==> src/hw/rtl/amad_pkg.sv <==
// Shared types and constants for the armed motion alarm detector.
package amad_pkg;

    localparam int SAMPLE_BITS      = 12;
    localparam int READS_PER_MEAS   = 8;
    localparam int CAL_MEASUREMENTS = 64;
    localparam int N_LANES          = 3;

    localparam int READ_IDX_W = (READS_PER_MEAS > 1) ? $clog2(READS_PER_MEAS) : 1;
    localparam int MEAS_IDX_W = (CAL_MEASUREMENTS > 1) ? $clog2(CAL_MEASUREMENTS) : 1;
    localparam int READ_SUM_W = SAMPLE_BITS + $clog2(READS_PER_MEAS);
    localparam int CAL_SUM_W  = SAMPLE_BITS + $clog2(CAL_MEASUREMENTS);

    localparam int THR_W      = 12;
    localparam int HITS_W     = 8;
    localparam int TICK_W     = 16;
    localparam int DEV_W      = 16;
    localparam int CFG_DATA_W = 16;
    localparam int CFG_IDX_W  = 3;

    localparam logic [HITS_W-1:0] HITS_MAX = 8'd255;

    localparam logic [THR_W-1:0]  RST_THR_X       = 12'd150;
    localparam logic [THR_W-1:0]  RST_THR_Y       = 12'd150;
    localparam logic [THR_W-1:0]  RST_THR_Z       = 12'd200;
    localparam logic [HITS_W-1:0] RST_HITS_REQ    = 8'd8;
    localparam logic [TICK_W-1:0] RST_IGNORE      = 16'd300;
    localparam logic [TICK_W-1:0] RST_DEBOUNCE    = 16'd5;
    localparam logic [TICK_W-1:0] RST_BUZZ_PERIOD = 16'd15;

    typedef enum logic [1:0] {
        MODE_DISARMED = 2'd0,
        MODE_CAL      = 2'd1,
        MODE_ARMED    = 2'd2,
        MODE_ALARM    = 2'd3
    } t_mode;

    typedef enum logic [1:0] {
        OP_TICK   = 2'd0,
        OP_SAMPLE = 2'd1,
        OP_BUTTON = 2'd2,
        OP_NOP    = 2'd3
    } t_op;

    typedef enum logic [CFG_IDX_W-1:0] {
        CFG_THR_X       = 3'd0,
        CFG_THR_Y       = 3'd1,
        CFG_THR_Z       = 3'd2,
        CFG_HITS_REQ    = 3'd3,
        CFG_IGNORE      = 3'd4,
        CFG_DEBOUNCE    = 3'd5,
        CFG_BUZZ_PERIOD = 3'd6
    } t_cfg_idx;

    typedef struct packed {
        logic [N_LANES-1:0][THR_W-1:0] threshold;
        logic [HITS_W-1:0]             hits_required;
        logic [TICK_W-1:0]             ignore_ticks;
        logic [TICK_W-1:0]             debounce_gap;
        logic [TICK_W-1:0]             buzz_period_ticks;
    } t_cfg;

    typedef struct packed {
        logic sample_en;
        logic meas_done;
        logic cal_mode;
        logic cal_done;
        logic clear_reads;
        logic clear_cal;
    } t_lane_ctl;

    typedef struct packed {
        t_mode             mode;
        logic              buzz_active;
        logic [HITS_W-1:0] motion_hits;
    } t_result;

endpackage

==> src/hw/rtl/armed_motion_alarm_detector_core.sv <==
// Top level of the armed motion alarm detector: configuration, lanes and result queue.
// The input channel carries one transaction per tick, sample read or button event,
// and every accepted transaction yields exactly one result transaction holding the
// mode, the buzzer phase and the current motion hit count after that item.
// Three axis lanes accumulate reads, build the calibration baselines and compare
// deviations against the thresholds; the control stage merges their hit flags.
// Each item is processed in the cycle it is accepted, so the input takes one
// transaction per clock while a queue entry is free, and its result is registered.
// Results wait in a two-entry queue; o_in_ready stays high while the queue has a
// free entry, so a stalled receiver holds back the input only once both entries
// are full. Configuration registers are written through i_cfg_we, i_cfg_idx and
// i_cfg_wdata with no wait state; writes to unused indexes are dropped.
// Synchronous reset returns the block to disarmed with all counters cleared, the
// configuration at its default values and the result queue empty.
module armed_motion_alarm_detector_core (
    input  logic                                i_clk,
    input  logic                                i_rst_n,
    input  logic                                i_in_valid,
    output logic                                o_in_ready,
    input  logic [1:0]                          i_op,
    input  logic [11:0]                         i_x_read,
    input  logic [11:0]                         i_y_read,
    input  logic [11:0]                         i_z_read,
    input  logic                                i_button_level,
    output logic                                o_out_valid,
    input  logic                                i_out_ready,
    output logic [1:0]                          o_mode,
    output logic                                o_buzz_active,
    output logic [7:0]                          o_motion_hits,
    input  logic                                i_cfg_we,
    input  logic [amad_pkg::CFG_IDX_W-1:0]      i_cfg_idx,
    input  logic [amad_pkg::CFG_DATA_W-1:0]     i_cfg_wdata
);
    import amad_pkg::*;

    t_cfg       r_cfg;
    t_result    r_queue [2];
    logic       r_wr_ptr;
    logic       r_rd_ptr;
    logic [1:0] r_count;

    logic                                fire;
    logic                                pop;
    t_lane_ctl                           lane_ctl;
    t_result                             res;
    logic [N_LANES-1:0]                  hit;
    logic [N_LANES-1:0][SAMPLE_BITS-1:0] samples;

    assign o_in_ready  = r_count != 2'd2;
    assign fire        = i_in_valid && o_in_ready;
    assign o_out_valid = r_count != 2'd0;
    assign pop         = o_out_valid && i_out_ready;

    assign samples[0] = SAMPLE_BITS'(i_x_read);
    assign samples[1] = SAMPLE_BITS'(i_y_read);
    assign samples[2] = SAMPLE_BITS'(i_z_read);

    for (genvar g = 0; g < N_LANES; g++) begin : g_lane
        amad_lane u_lane (
            .i_clk       (i_clk),
            .i_rst_n     (i_rst_n),
            .i_ctl       (lane_ctl),
            .i_sample    (samples[g]),
            .i_threshold (r_cfg.threshold[g]),
            .o_hit       (hit[g])
        );
    end

    amad_ctrl u_ctrl (
        .i_clk          (i_clk),
        .i_rst_n        (i_rst_n),
        .i_fire         (fire),
        .i_op           (t_op'(i_op)),
        .i_button_level (i_button_level),
        .i_hit          (hit),
        .i_cfg          (r_cfg),
        .o_lane_ctl     (lane_ctl),
        .o_res          (res)
    );

    assign o_mode        = r_queue[r_rd_ptr].mode;
    assign o_buzz_active = r_queue[r_rd_ptr].buzz_active;
    assign o_motion_hits = r_queue[r_rd_ptr].motion_hits;

    always_ff @(posedge i_clk) begin
        if (!i_rst_n) begin
            r_cfg.threshold[0]      <= RST_THR_X;
            r_cfg.threshold[1]      <= RST_THR_Y;
            r_cfg.threshold[2]      <= RST_THR_Z;
            r_cfg.hits_required     <= RST_HITS_REQ;
            r_cfg.ignore_ticks      <= RST_IGNORE;
            r_cfg.debounce_gap      <= RST_DEBOUNCE;
            r_cfg.buzz_period_ticks <= RST_BUZZ_PERIOD;
        end else if (i_cfg_we) begin
            unique case (i_cfg_idx)
                CFG_THR_X:       r_cfg.threshold[0]      <= i_cfg_wdata[THR_W-1:0];
                CFG_THR_Y:       r_cfg.threshold[1]      <= i_cfg_wdata[THR_W-1:0];
                CFG_THR_Z:       r_cfg.threshold[2]      <= i_cfg_wdata[THR_W-1:0];
                CFG_HITS_REQ:    r_cfg.hits_required     <= i_cfg_wdata[HITS_W-1:0];
                CFG_IGNORE:      r_cfg.ignore_ticks      <= i_cfg_wdata[TICK_W-1:0];
                CFG_DEBOUNCE:    r_cfg.debounce_gap      <= i_cfg_wdata[TICK_W-1:0];
                CFG_BUZZ_PERIOD: r_cfg.buzz_period_ticks <= i_cfg_wdata[TICK_W-1:0];
                default: begin
                end
            endcase
        end
    end

    always_ff @(posedge i_clk) begin
        if (fire) begin
            r_queue[r_wr_ptr] <= res;
        end
    end

    always_ff @(posedge i_clk) begin
        if (!i_rst_n) begin
            r_wr_ptr <= 1'b0;
            r_rd_ptr <= 1'b0;
            r_count  <= 2'd0;
        end else begin
            if (fire) begin
                r_wr_ptr <= !r_wr_ptr;
            end
            if (pop) begin
                r_rd_ptr <= !r_rd_ptr;
            end
            unique case ({fire, pop})
                2'b10:   r_count <= r_count + 2'd1;
                2'b01:   r_count <= r_count - 2'd1;
                default: r_count <= r_count;
            endcase
        end
    end

endmodule

==> src/hw/rtl/amad_lane.sv <==
// One axis lane: read averaging, calibration baseline and deviation check.
module amad_lane (
    input  logic                               i_clk,
    input  logic                               i_rst_n,
    input  amad_pkg::t_lane_ctl                i_ctl,
    input  logic [amad_pkg::SAMPLE_BITS-1:0]   i_sample,
    input  logic [amad_pkg::THR_W-1:0]         i_threshold,
    output logic                               o_hit
);
    import amad_pkg::*;

    logic [READ_SUM_W-1:0]  r_read_sum;
    logic [CAL_SUM_W-1:0]   r_cal_sum;
    logic [SAMPLE_BITS-1:0] r_base;

    logic [READ_SUM_W-1:0]  read_sum_new;
    logic [SAMPLE_BITS-1:0] meas;
    logic [CAL_SUM_W-1:0]   cal_sum_new;
    logic [SAMPLE_BITS-1:0] base_new;
    logic [SAMPLE_BITS-1:0] dev;

    assign read_sum_new = r_read_sum + READ_SUM_W'(i_sample);
    assign meas         = SAMPLE_BITS'(read_sum_new / READS_PER_MEAS);
    assign cal_sum_new  = r_cal_sum + CAL_SUM_W'(meas);
    assign base_new     = SAMPLE_BITS'(cal_sum_new / CAL_MEASUREMENTS);
    assign dev          = (meas >= r_base) ? (meas - r_base) : (r_base - meas);
    assign o_hit        = DEV_W'(dev) > DEV_W'(i_threshold);

    always_ff @(posedge i_clk) begin
        if (!i_rst_n) begin
            r_read_sum <= '0;
            r_cal_sum  <= '0;
            r_base     <= '0;
        end else begin
            if (i_ctl.clear_reads) begin
                r_read_sum <= '0;
            end else if (i_ctl.sample_en) begin
                r_read_sum <= i_ctl.meas_done ? '0 : read_sum_new;
            end
            if (i_ctl.clear_cal) begin
                r_cal_sum <= '0;
            end else if (i_ctl.sample_en && i_ctl.meas_done && i_ctl.cal_mode) begin
                r_cal_sum <= i_ctl.cal_done ? '0 : cal_sum_new;
            end
            if (i_ctl.sample_en && i_ctl.meas_done && i_ctl.cal_mode && i_ctl.cal_done) begin
                r_base <= base_new;
            end
        end
    end

endmodule

==> src/hw/rtl/amad_ctrl.sv <==
// Merging stage: mode, timing, button, hit counting and buzzer control.
module amad_ctrl (
    input  logic                              i_clk,
    input  logic                              i_rst_n,
    input  logic                              i_fire,
    input  amad_pkg::t_op                     i_op,
    input  logic                              i_button_level,
    input  logic [amad_pkg::N_LANES-1:0]      i_hit,
    input  amad_pkg::t_cfg                    i_cfg,
    output amad_pkg::t_lane_ctl               o_lane_ctl,
    output amad_pkg::t_result                 o_res
);
    import amad_pkg::*;

    t_mode                 r_mode, n_mode;
    logic [TICK_W-1:0]     r_tick, n_tick;
    logic [TICK_W-1:0]     r_last_press, n_last_press;
    logic [TICK_W-1:0]     r_arm_done, n_arm_done;
    logic [TICK_W-1:0]     r_last_toggle, n_last_toggle;
    logic                  r_phase, n_phase;
    logic [HITS_W-1:0]     r_hits, n_hits;
    logic [READ_IDX_W-1:0] r_read_idx, n_read_idx;
    logic [MEAS_IDX_W-1:0] r_meas_idx, n_meas_idx;

    logic [TICK_W-1:0] arm_age;
    logic [TICK_W-1:0] press_age;
    logic [HITS_W-1:0] hits_sat;
    logic              sample_gate;
    logic              sample_en;
    logic              meas_done;
    logic              cal_done;
    logic              press_ok;
    logic              press_act;

    assign arm_age     = r_tick - r_arm_done;
    assign press_age   = r_tick - r_last_press;
    assign hits_sat    = (r_hits == HITS_MAX) ? HITS_MAX : r_hits + HITS_W'(1);
    assign sample_gate = (r_mode == MODE_CAL)
                      || ((r_mode == MODE_ARMED) && (arm_age > i_cfg.ignore_ticks));
    assign sample_en   = i_fire && (i_op == OP_SAMPLE) && sample_gate;
    assign meas_done   = r_read_idx == READ_IDX_W'(READS_PER_MEAS - 1);
    assign cal_done    = r_meas_idx == MEAS_IDX_W'(CAL_MEASUREMENTS - 1);
    assign press_ok    = i_fire && (i_op == OP_BUTTON) && (press_age >= i_cfg.debounce_gap);
    assign press_act   = press_ok && !i_button_level;

    assign o_lane_ctl.sample_en   = sample_en;
    assign o_lane_ctl.meas_done   = meas_done;
    assign o_lane_ctl.cal_mode    = r_mode == MODE_CAL;
    assign o_lane_ctl.cal_done    = cal_done;
    assign o_lane_ctl.clear_reads = press_act;
    assign o_lane_ctl.clear_cal   = press_act && (r_mode == MODE_DISARMED);

    assign o_res.mode        = n_mode;
    assign o_res.buzz_active = n_phase;
    assign o_res.motion_hits = n_hits;

    always_comb begin
        logic [TICK_W-1:0] toggle_age;
        n_mode        = r_mode;
        n_tick        = r_tick;
        n_last_press  = r_last_press;
        n_arm_done    = r_arm_done;
        n_last_toggle = r_last_toggle;
        n_phase       = r_phase;
        n_hits        = r_hits;
        n_read_idx    = r_read_idx;
        n_meas_idx    = r_meas_idx;
        toggle_age    = '0;
        if (i_fire) begin
            unique case (i_op)
                OP_TICK: begin
                    n_tick = r_tick + TICK_W'(1);
                end
                OP_SAMPLE: begin
                    if (sample_en) begin
                        n_read_idx = meas_done ? '0 : r_read_idx + READ_IDX_W'(1);
                        if (meas_done) begin
                            if (r_mode == MODE_CAL) begin
                                n_meas_idx = cal_done ? '0 : r_meas_idx + MEAS_IDX_W'(1);
                                if (cal_done) begin
                                    n_mode     = MODE_ARMED;
                                    n_arm_done = r_tick;
                                end
                            end else if (|i_hit) begin
                                if (hits_sat >= i_cfg.hits_required) begin
                                    n_hits = '0;
                                    n_mode = MODE_ALARM;
                                end else begin
                                    n_hits = hits_sat;
                                end
                            end else begin
                                n_hits = '0;
                            end
                        end
                    end
                end
                OP_BUTTON: begin
                    if (press_ok) begin
                        n_last_press = r_tick;
                        if (press_act) begin
                            n_read_idx = '0;
                            if (r_mode == MODE_DISARMED) begin
                                n_mode     = MODE_CAL;
                                n_meas_idx = '0;
                            end else begin
                                n_mode = MODE_DISARMED;
                            end
                        end
                    end
                end
                OP_NOP: begin
                end
            endcase
            toggle_age = n_tick - r_last_toggle;
            if (n_mode != MODE_ALARM) begin
                n_phase = 1'b0;
            end else if (toggle_age >= i_cfg.buzz_period_ticks) begin
                n_last_toggle = n_tick;
                n_phase       = !r_phase;
            end
        end
    end

    always_ff @(posedge i_clk) begin
        if (!i_rst_n) begin
            r_mode        <= MODE_DISARMED;
            r_tick        <= '0;
            r_last_press  <= '0;
            r_arm_done    <= '0;
            r_last_toggle <= '0;
            r_phase       <= 1'b0;
            r_hits        <= '0;
            r_read_idx    <= '0;
            r_meas_idx    <= '0;
        end else begin
            r_mode        <= n_mode;
            r_tick        <= n_tick;
            r_last_press  <= n_last_press;
            r_arm_done    <= n_arm_done;
            r_last_toggle <= n_last_toggle;
            r_phase       <= n_phase;
            r_hits        <= n_hits;
            r_read_idx    <= n_read_idx;
            r_meas_idx    <= n_meas_idx;
        end
    end

endmodule

==> config.mk <==
export PLATFORM = sky130hd
export DESIGN_NAME = armed_motion_alarm_detector_core
export DESIGN_NICKNAME = d
export VERILOG_FILES = /design/src/hw/rtl/amad_pkg.sv /design/src/hw/rtl/armed_motion_alarm_detector_core.sv /design/src/hw/rtl/amad_lane.sv /design/src/hw/rtl/amad_ctrl.sv
export SDC_FILE = /design/constraint.sdc
export NUM_CORES = 1
export LEC_CHECK = 0
export BUFFER_PORTS_ARGS = -buffer_cell sky130_fd_sc_hd__buf_2
export CAP_MARGIN = 20
export CORE_UTILIZATION = 35
export DETAILED_ROUTE_END_ITERATION = 7
export PLACE_DENSITY_LB_ADDON = 0.15
export SYNTH_ARGS = -nofsm -noshare
export SYNTH_HDL_FRONTEND = slang
export SYNTH_SLANG_ARGS = --single-unit
==> constraint.sdc <==
create_clock -name i_clk -period 10.02 [get_ports i_clk]
set_clock_uncertainty 0.2 [all_clocks]
set_input_delay 0 -clock i_clk [delete_from_list [all_inputs] [get_ports i_clk]]
set_output_delay 0 -clock i_clk [all_outputs]
set_load 0.03 [all_outputs]
==> results.yml, run 1 <==
die:
  die_area_mm2: 0.0681
  die_x_um: 261
  core.rowCount: 94
  io_pins: 76
  die_h_um: 261
  initial_core_util_pct: 35.5
  core_mm2: 0.0661
synth:
  syn_avg_cell_area_um2: 8.02
  ys_ff_latch: 338
  synth_ff_type: "dfxtp_1"
  synth_top_area_share_pct: 27.0
  synth-seq-area-share_pct: 29.8
  synth_cell_types: 86
  syn_inst: 2927
  synth_edf_count: 22
  synthArstFlopShare_pct: 0
  synth_area_leaders: "dfxtp_1 (27%), ha_1 (15%), a21oi_1 (6.7%), nand2_1 (5.5%), xnor2_1 (4.7%)"
  yosysTopAreaCell: "dfxtp_1"
  synth_area_mm2: 0.0235
  yosys_warnings: 0
  synth_nets: 3292
place:
  gp_congestion: 0.841
  pre_cts_slack_ps: 1790
  port-buffer-count: 75
  hpwl_mm: 48.6
timing:
  fin_crit_ps: 8290
  timing.final.crit_share_pct: 82.8
  slew_headroom_pct: 33.0
  rsz0062_at_grt: "no"
  max_freq_mhz: 121
  finalMaxSlewViolations: 0
  hold_viol_final: 0
  fin_tns_setup_ps: 0
  final-setup-viol-count: 0
  layout_setup_ws_ps: 1730
  tightest_slew_ps: 1000
cts:
  cts_tree: "yes"
  numCtsBuffers: 44
  cts_resized: 0
  cts_max_level: 2
  clkLatencyLatePin_ps: 580
  clock_tree.buffer_depth: 3
  clk_pin_slew_ps: 60
  clockRootBuffer: "clkbuf_16"
  clock_sinks: 338
job:
  drv_cap: 0
drt:
  wl_met1_mm: 32.8
  vias: 20300
  top_layer_used: "met5"
  met2_length_mm: 29.7
  antenna_left: 0
  routed_wl_mm: 66.9
  drt_iter0_markers: 1050
  wire_per_inst_um: 17.1
  viasPerCell: 5.18
  drc: 14
  first_pass_iters: 7
  wl_met3_mm: 2.60
global_routing:
  grt_pass1_vias: 19900
  grt_overflow_total: 0
  grt_pass1_wl_mm: 106
  grt_util_all_layers_pct: 19.6
  grt_antenna_before_repair: 1
  grt_max_degree: 105
worst_setup_path:
  crit_path_start_kind: "register"
  slowest_stage: "a2111oi_0"
  crit_fanout: 15
  crit_path_end_kind: "register"
  critPathArrivalTime_ps: 8560
  cp.required_ps: 10290
  cp_common_cell: "a21oi_1"
  slowest_delay_ps: 670
  criticalPathCategory: "register to register"
final_layout:
  final_common_cell: "nand2_1"
  final_nets: 3384
  fillers: 6704
  area_growth_pct: 14.0
  final_cell_mix: "nand2_1 (343), dfxtp_1 (316), a21oi_1 (315)"
  layout-drive-gt1-share_pct: 7.48
status:
  violations: "DRC"
  outcome: "complete, but fails checks"
power:
  ir_drop_v: 0.000118
  power_leakage_nw: 11.0
  power_density_mw_per_mm2: 144
min_path:
  worstHoldPathType: "input port to register"
cell families after synthesis:
group,share of synthesized area (%)
buffers and inverters,6.16
AOI/OAI and AO/OA,20.8
muxes,2.39
DFF,29.8
xor gates and xnor gates,6.53
and+or+nand+nor,17.7
adders and majority gates,16.6
stage by stage:
step	total power, W	hold WS [ps]	cell area (µm²)	util (%)	cells
6_report	0.00385	43.1	26800	40.5	3914
3_5_place_dp	0.00221	118	24700	37.4	3783
2_1_floorplan	0.00199	-76.0	23500	-	2927
5_1_grt	0.00404	78.4	26800	40.5	3913
4_1_cts	0.00391	8.77	26700	40.4	3910
3_3_place_gp	0.00219	113	24700	37.4	3783
layout make-up:
type	instances	area [µm²]	share of cell area, %
antenna	1	2.50	0.00935
clock buffer	58	1230	4.61
clock inverter	18	255	0.954
inverter	274	1030	3.86
multi-input combinational	2208	15100	56.3
sequential	338	6990	26.1
tap	864	1080	4.04
timing repair buffer	153	1100	4.12
flip-flops by register name, indices dropped and copies added (netlist names), named ones only:
signal,count
g_lane.u_lane.r_base,36
g_lane.u_lane.r_cal_sum,54
g_lane.u_lane.r_read_sum,45
r_cfg,92
r_count,2
r_queue,22
r_rd_ptr,1
r_wr_ptr,1
u_ctrl.r_arm_done,16
u_ctrl.r_hits,8
u_ctrl.r_last_press,16
u_ctrl.r_last_toggle,16
u_ctrl.r_meas_idx,6
u_ctrl.r_mode,2
u_ctrl.r_phase,1
u_ctrl.r_read_idx,3
u_ctrl.r_tick,16
repair_timing:
action | CTS | global route
hold buffers | 51 | 0
buffers inserted | 0 | 0
endpoints found under the hold margin | 151 | 0
final timing paths:
path                            slack [ps]  cells past startpoint                        endpoint                           start
worst min register to register         250                      2           u_ctrl.r_arm_done[13]           u_ctrl.r_arm_done[13]
worst max register to register        1730                     31         u_ctrl.r_last_toggle[1]  g_lane[1].u_lane.r_read_sum[0]
worst min-delay path                    40                      6  g_lane[1].u_lane.r_read_sum[6]                     i_y_read[6]
worst max-delay path                  1730                     31         u_ctrl.r_last_toggle[1]  g_lane[1].u_lane.r_read_sum[0]
cell usage after synthesis (19+ instances only):
| cell | instances |
|---|---|
| mux2i_1 | 38 |
| o21bai_1 | 26 |
| nand2b_1 | 19 |
| or3_1 | 20 |
| nand4_1 | 22 |
| a22oi_1 | 47 |
| nand3_1 | 57 |
| xnor2_1 | 126 |
| nand2_1 | 344 |
| clkbuf_1 | 89 |
| inv_1 | 273 |
| nor2b_1 | 32 |
| o21a_1 | 27 |
| dfxtp_1 | 316 |
| o211ai_1 | 33 |
| a211oi_1 | 28 |
| and2_1 | 21 |
| edfxtp_1 | 22 |
| ha_1 | 287 |
| o21ai_0 | 90 |
| a21oi_1 | 315 |
| and3_1 | 35 |
| a21o_1 | 79 |
| xor2_1 | 49 |
| nor3_1 | 83 |
| nor2_1 | 237 |
critical path: cells and delay by family (launching register included):
kind / cells / cell delay [ps]
and+or+nand+nor: 4 / 530
DFF: 1 / 310
xor gates and xnor gates: 1 / 210
AOI/OAI and AO/OA: 21 / 5420
adders and majority gates: 4 / 1280
buffers and inverters: 1 / 210
per-layer routing:
layer | GRT usage (%) | up-vias
met5 | 0 | -
met4 | 6.19 | 2
met3 | 2.84 | 98
met2 | 32.1 | 324
met1 | 26.5 | 9504
li1 | - | 10400
report_power, final:
group / internal (W) / total [W] / switching (W)
clock network: 0.00102 / 0.00166 / 0.000644
registers: 0.00140 / 0.00142 / 0.0000254
logic: 0.000309 / 0.000768 / 0.000459
Power figures use the tool's default switching activity.
==> run 2, diff against run 1 <==
==> constraint.sdc (replaced) <==
create_clock -name i_clk -period 7.25 [get_ports i_clk]
set_clock_uncertainty 0.2 [all_clocks]
set_input_delay 0 -clock i_clk [delete_from_list [all_inputs] [get_ports i_clk]]
set_output_delay 0 -clock i_clk [all_outputs]
set_load 0.03 [all_outputs]
==> run 2 against run 1 <==
  * The run still ends with DRC left
  * Critical endpoint is now u_ctrl.r_last_toggle[5]
  * Largest power group unchanged
  * Via count is 2.3% higher
  * Combinational power is 48% higher
  * Setup slack worse by 1400 ps
  * Highest routed layer is now met4
  * Flip-flop and latch count stayed put
  * Register-to-register slack worse by 1400 ps
==> results.yml, run 2 (synthesized netlist as in run 1, its figures left out) <==
min_path:
  hold_depth: 6
  hp-start: "i_y_read[10]"
  holdPathEnd: "g_lane[1].u_lane.r_read_sum[11]"
  worstHoldPathType: "input port to register"
cts:
  clk_pin_slew_ps: 60
  cts_max_level: 2
  numCtsBuffers: 44
  cts_tree: "yes"
  clkLatencyLatePin_ps: 570
  clock_sinks: 338
  clock_tree.buffer_depth: 3
  clockRootBuffer: "clkbuf_16"
worst_setup_path:
  crit_path_end_kind: "register"
  worst-r2r-setup-slack_ps: 330
  slowest_stage: "fa_2"
  criticalPathCategory: "register to register"
  cp.required_ps: 7460
  crit_fanout: 6
  r2r_cells: 31
  slowest_delay_ps: 390
  path_buf_inv: 4
  reg2reg_to: "u_ctrl.r_last_toggle[5]"
  crit_path_start_kind: "register"
  cp_common_cell: "buf_4"
  cpLargestDelayFamily: "compound AO/OA/AOI/OAI gates"
  reg2reg_from: "g_lane[1].u_lane.r_read_sum[0]"
  critPathArrivalTime_ps: 7140
place:
  hpwl_mm: 49.9
  gp_congestion: 0.872
  port-buffer-count: 75
drt:
  antenna_left: 0
  drc: 14
  viasPerCell: 5.24
  wl_met3_mm: 2.40
  met2_length_mm: 31.1
  first_pass_iters: 8
  wl_met1_mm: 33.5
  routed_wl_mm: 68.1
  drt_iter0_markers: 1177
  vias: 20800
  wire_per_inst_um: 17.2
  top_layer_used: "met4"
die:
  io_pins: 76
  die_x_um: 261
  core.rowCount: 94
  die_h_um: 261
  initial_core_util_pct: 35.5
  die_area_mm2: 0.0681
  core_mm2: 0.0661
final_layout:
  final_cell_mix: "nand2_1 (342), dfxtp_1 (316), a21oi_1 (307)"
  utilization_pct: 41.4
  regMostFlops: "r_cfg"
  area_growth_pct: 16.6
  reg.largest.list: "r_cfg (92), g_lane.u_lane.r_cal_sum (54), g_lane.u_lane.r_read_sum (45)"
  layout-drive-gt1-share_pct: 10.0
  fillers: 6684
  final_common_cell: "nand2_1"
  final_nets: 3430
  largest_reg_flops: 92
timing:
  fin_tns_setup_ps: 0
  final-setup-viol-count: 0
  finalMaxSlewViolations: 0
  max_freq_mhz: 144
  slew_headroom_pct: 26.9
  timing.final.crit_share_pct: 95.5
  hold_viol_final: 0
  fin_crit_ps: 6920
  tightest_slew_ps: 1090
power:
  ir_drop_v: 0.000139
  power_density_mw_per_mm2: 197
  power_leakage_nw: 11.3
status:
  outcome: "complete, but fails checks"
  violations: "DRC"
global_routing:
  grt_pass1_wl_mm: 108
  grt_max_degree: 111
  grt_util_all_layers_pct: 19.8
  grt_pass1_vias: 19900
  grt_overflow_total: 0
  grt_antenna_before_repair: 0
job:
  drv_cap: 0
## run 2: changes by cell type in the layout (fill, tap and decap cells not counted), sizes merged
| cell | delta |
|---|---|
| clkinvlp | -3 |
| dlygate4sd3 | -1 |
| buf | +47 |
| o311a | +1 |
| clkinv | -4 |
| bufinv | -3 |
| clkbuf | +11 |
## run 2: metrics by stage
stage / instances / instance area [µm²] / hold WS [ps] / setup WS, ps / power (W)
6_report: 3962 / 27400 / 36.7 / 327 / 0.00538
5_1_grt: 3961 / 27400 / 73.9 / -35.4 / 0.00566
4_1_cts: 3951 / 27000 / 8.55 / 21.4 / 0.00542
3_5_place_dp: 3823 / 25000 / 115 / -219 / 0.00309
3_3_place_gp: 3823 / 25000 / 110 / -103 / 0.00307
2_1_floorplan: 2927 / 23500 / -76.0 / 520 / 0.00275
## run 2: layout make-up
type / count / area (µm²) / share of cell area [%]
multi-input combinational: 2209 / 15300 / 55.9
sequential: 338 / 6990 / 25.5
timing repair buffer: 198 / 1450 / 5.31
clock buffer: 70 / 1390 / 5.08
tap: 864 / 1080 / 3.95
inverter: 274 / 1030 / 3.78
clock inverter: 8 / 119 / 0.435
antenna: 1 / 2.50 / 0.00915
## run 2: where the power goes
group / internal [W] / switching [W]
Sequential: 0.00193 / 0.0000356
Clock: 0.00141 / 0.000863
Combinational: 0.000467 / 0.000668
## run 2: how the worst max path moves through the flow
stage | start | end | slack, ps | cells after the start
after floorplan | g_lane[2].u_lane.r_read_sum[0] | u_ctrl.r_last_toggle[10] | 520 | 31
after global placement | g_lane[1].u_lane.r_read_sum[0] | u_ctrl.r_last_toggle[10] | -100 | 32
after detailed placement | g_lane[1].u_lane.r_read_sum[0] | u_ctrl.r_last_toggle[10] | -220 | 32
after CTS | g_lane[1].u_lane.r_read_sum[0] | u_ctrl.r_last_toggle[10] | 20 | 32
after global routing | g_lane[1].u_lane.r_read_sum[0] | u_ctrl.r_last_toggle[8] | -40 | 34
final | g_lane[1].u_lane.r_read_sum[0] | u_ctrl.r_last_toggle[5] | 330 | 31
## run 2: per-layer routing
layer	track usage, %	vias up
met3	2.57	82
met5	0	-
li1	-	10500
met4	4.34	0
met1	27.1	9877
met2	32.9	330
## run 2: timing repair
item,4_1_cts,5_1_grt
hold buffers,50,0
setup endpoints to repair,22,46
hold endpoints to repair,146,0
gates cloned,0,2
pin swaps,0,19
resized for setup,2,52
buffers inserted,0,7
## run 2: worst reg2reg max path: cells and delay by family (launching register included)
family          cells  cell delay, ps
compound gates     17            3140
mux                 1             380
buf+inv             4             650
simple gates        5             910
flops               1             310
fa+ha+maj           4            1180
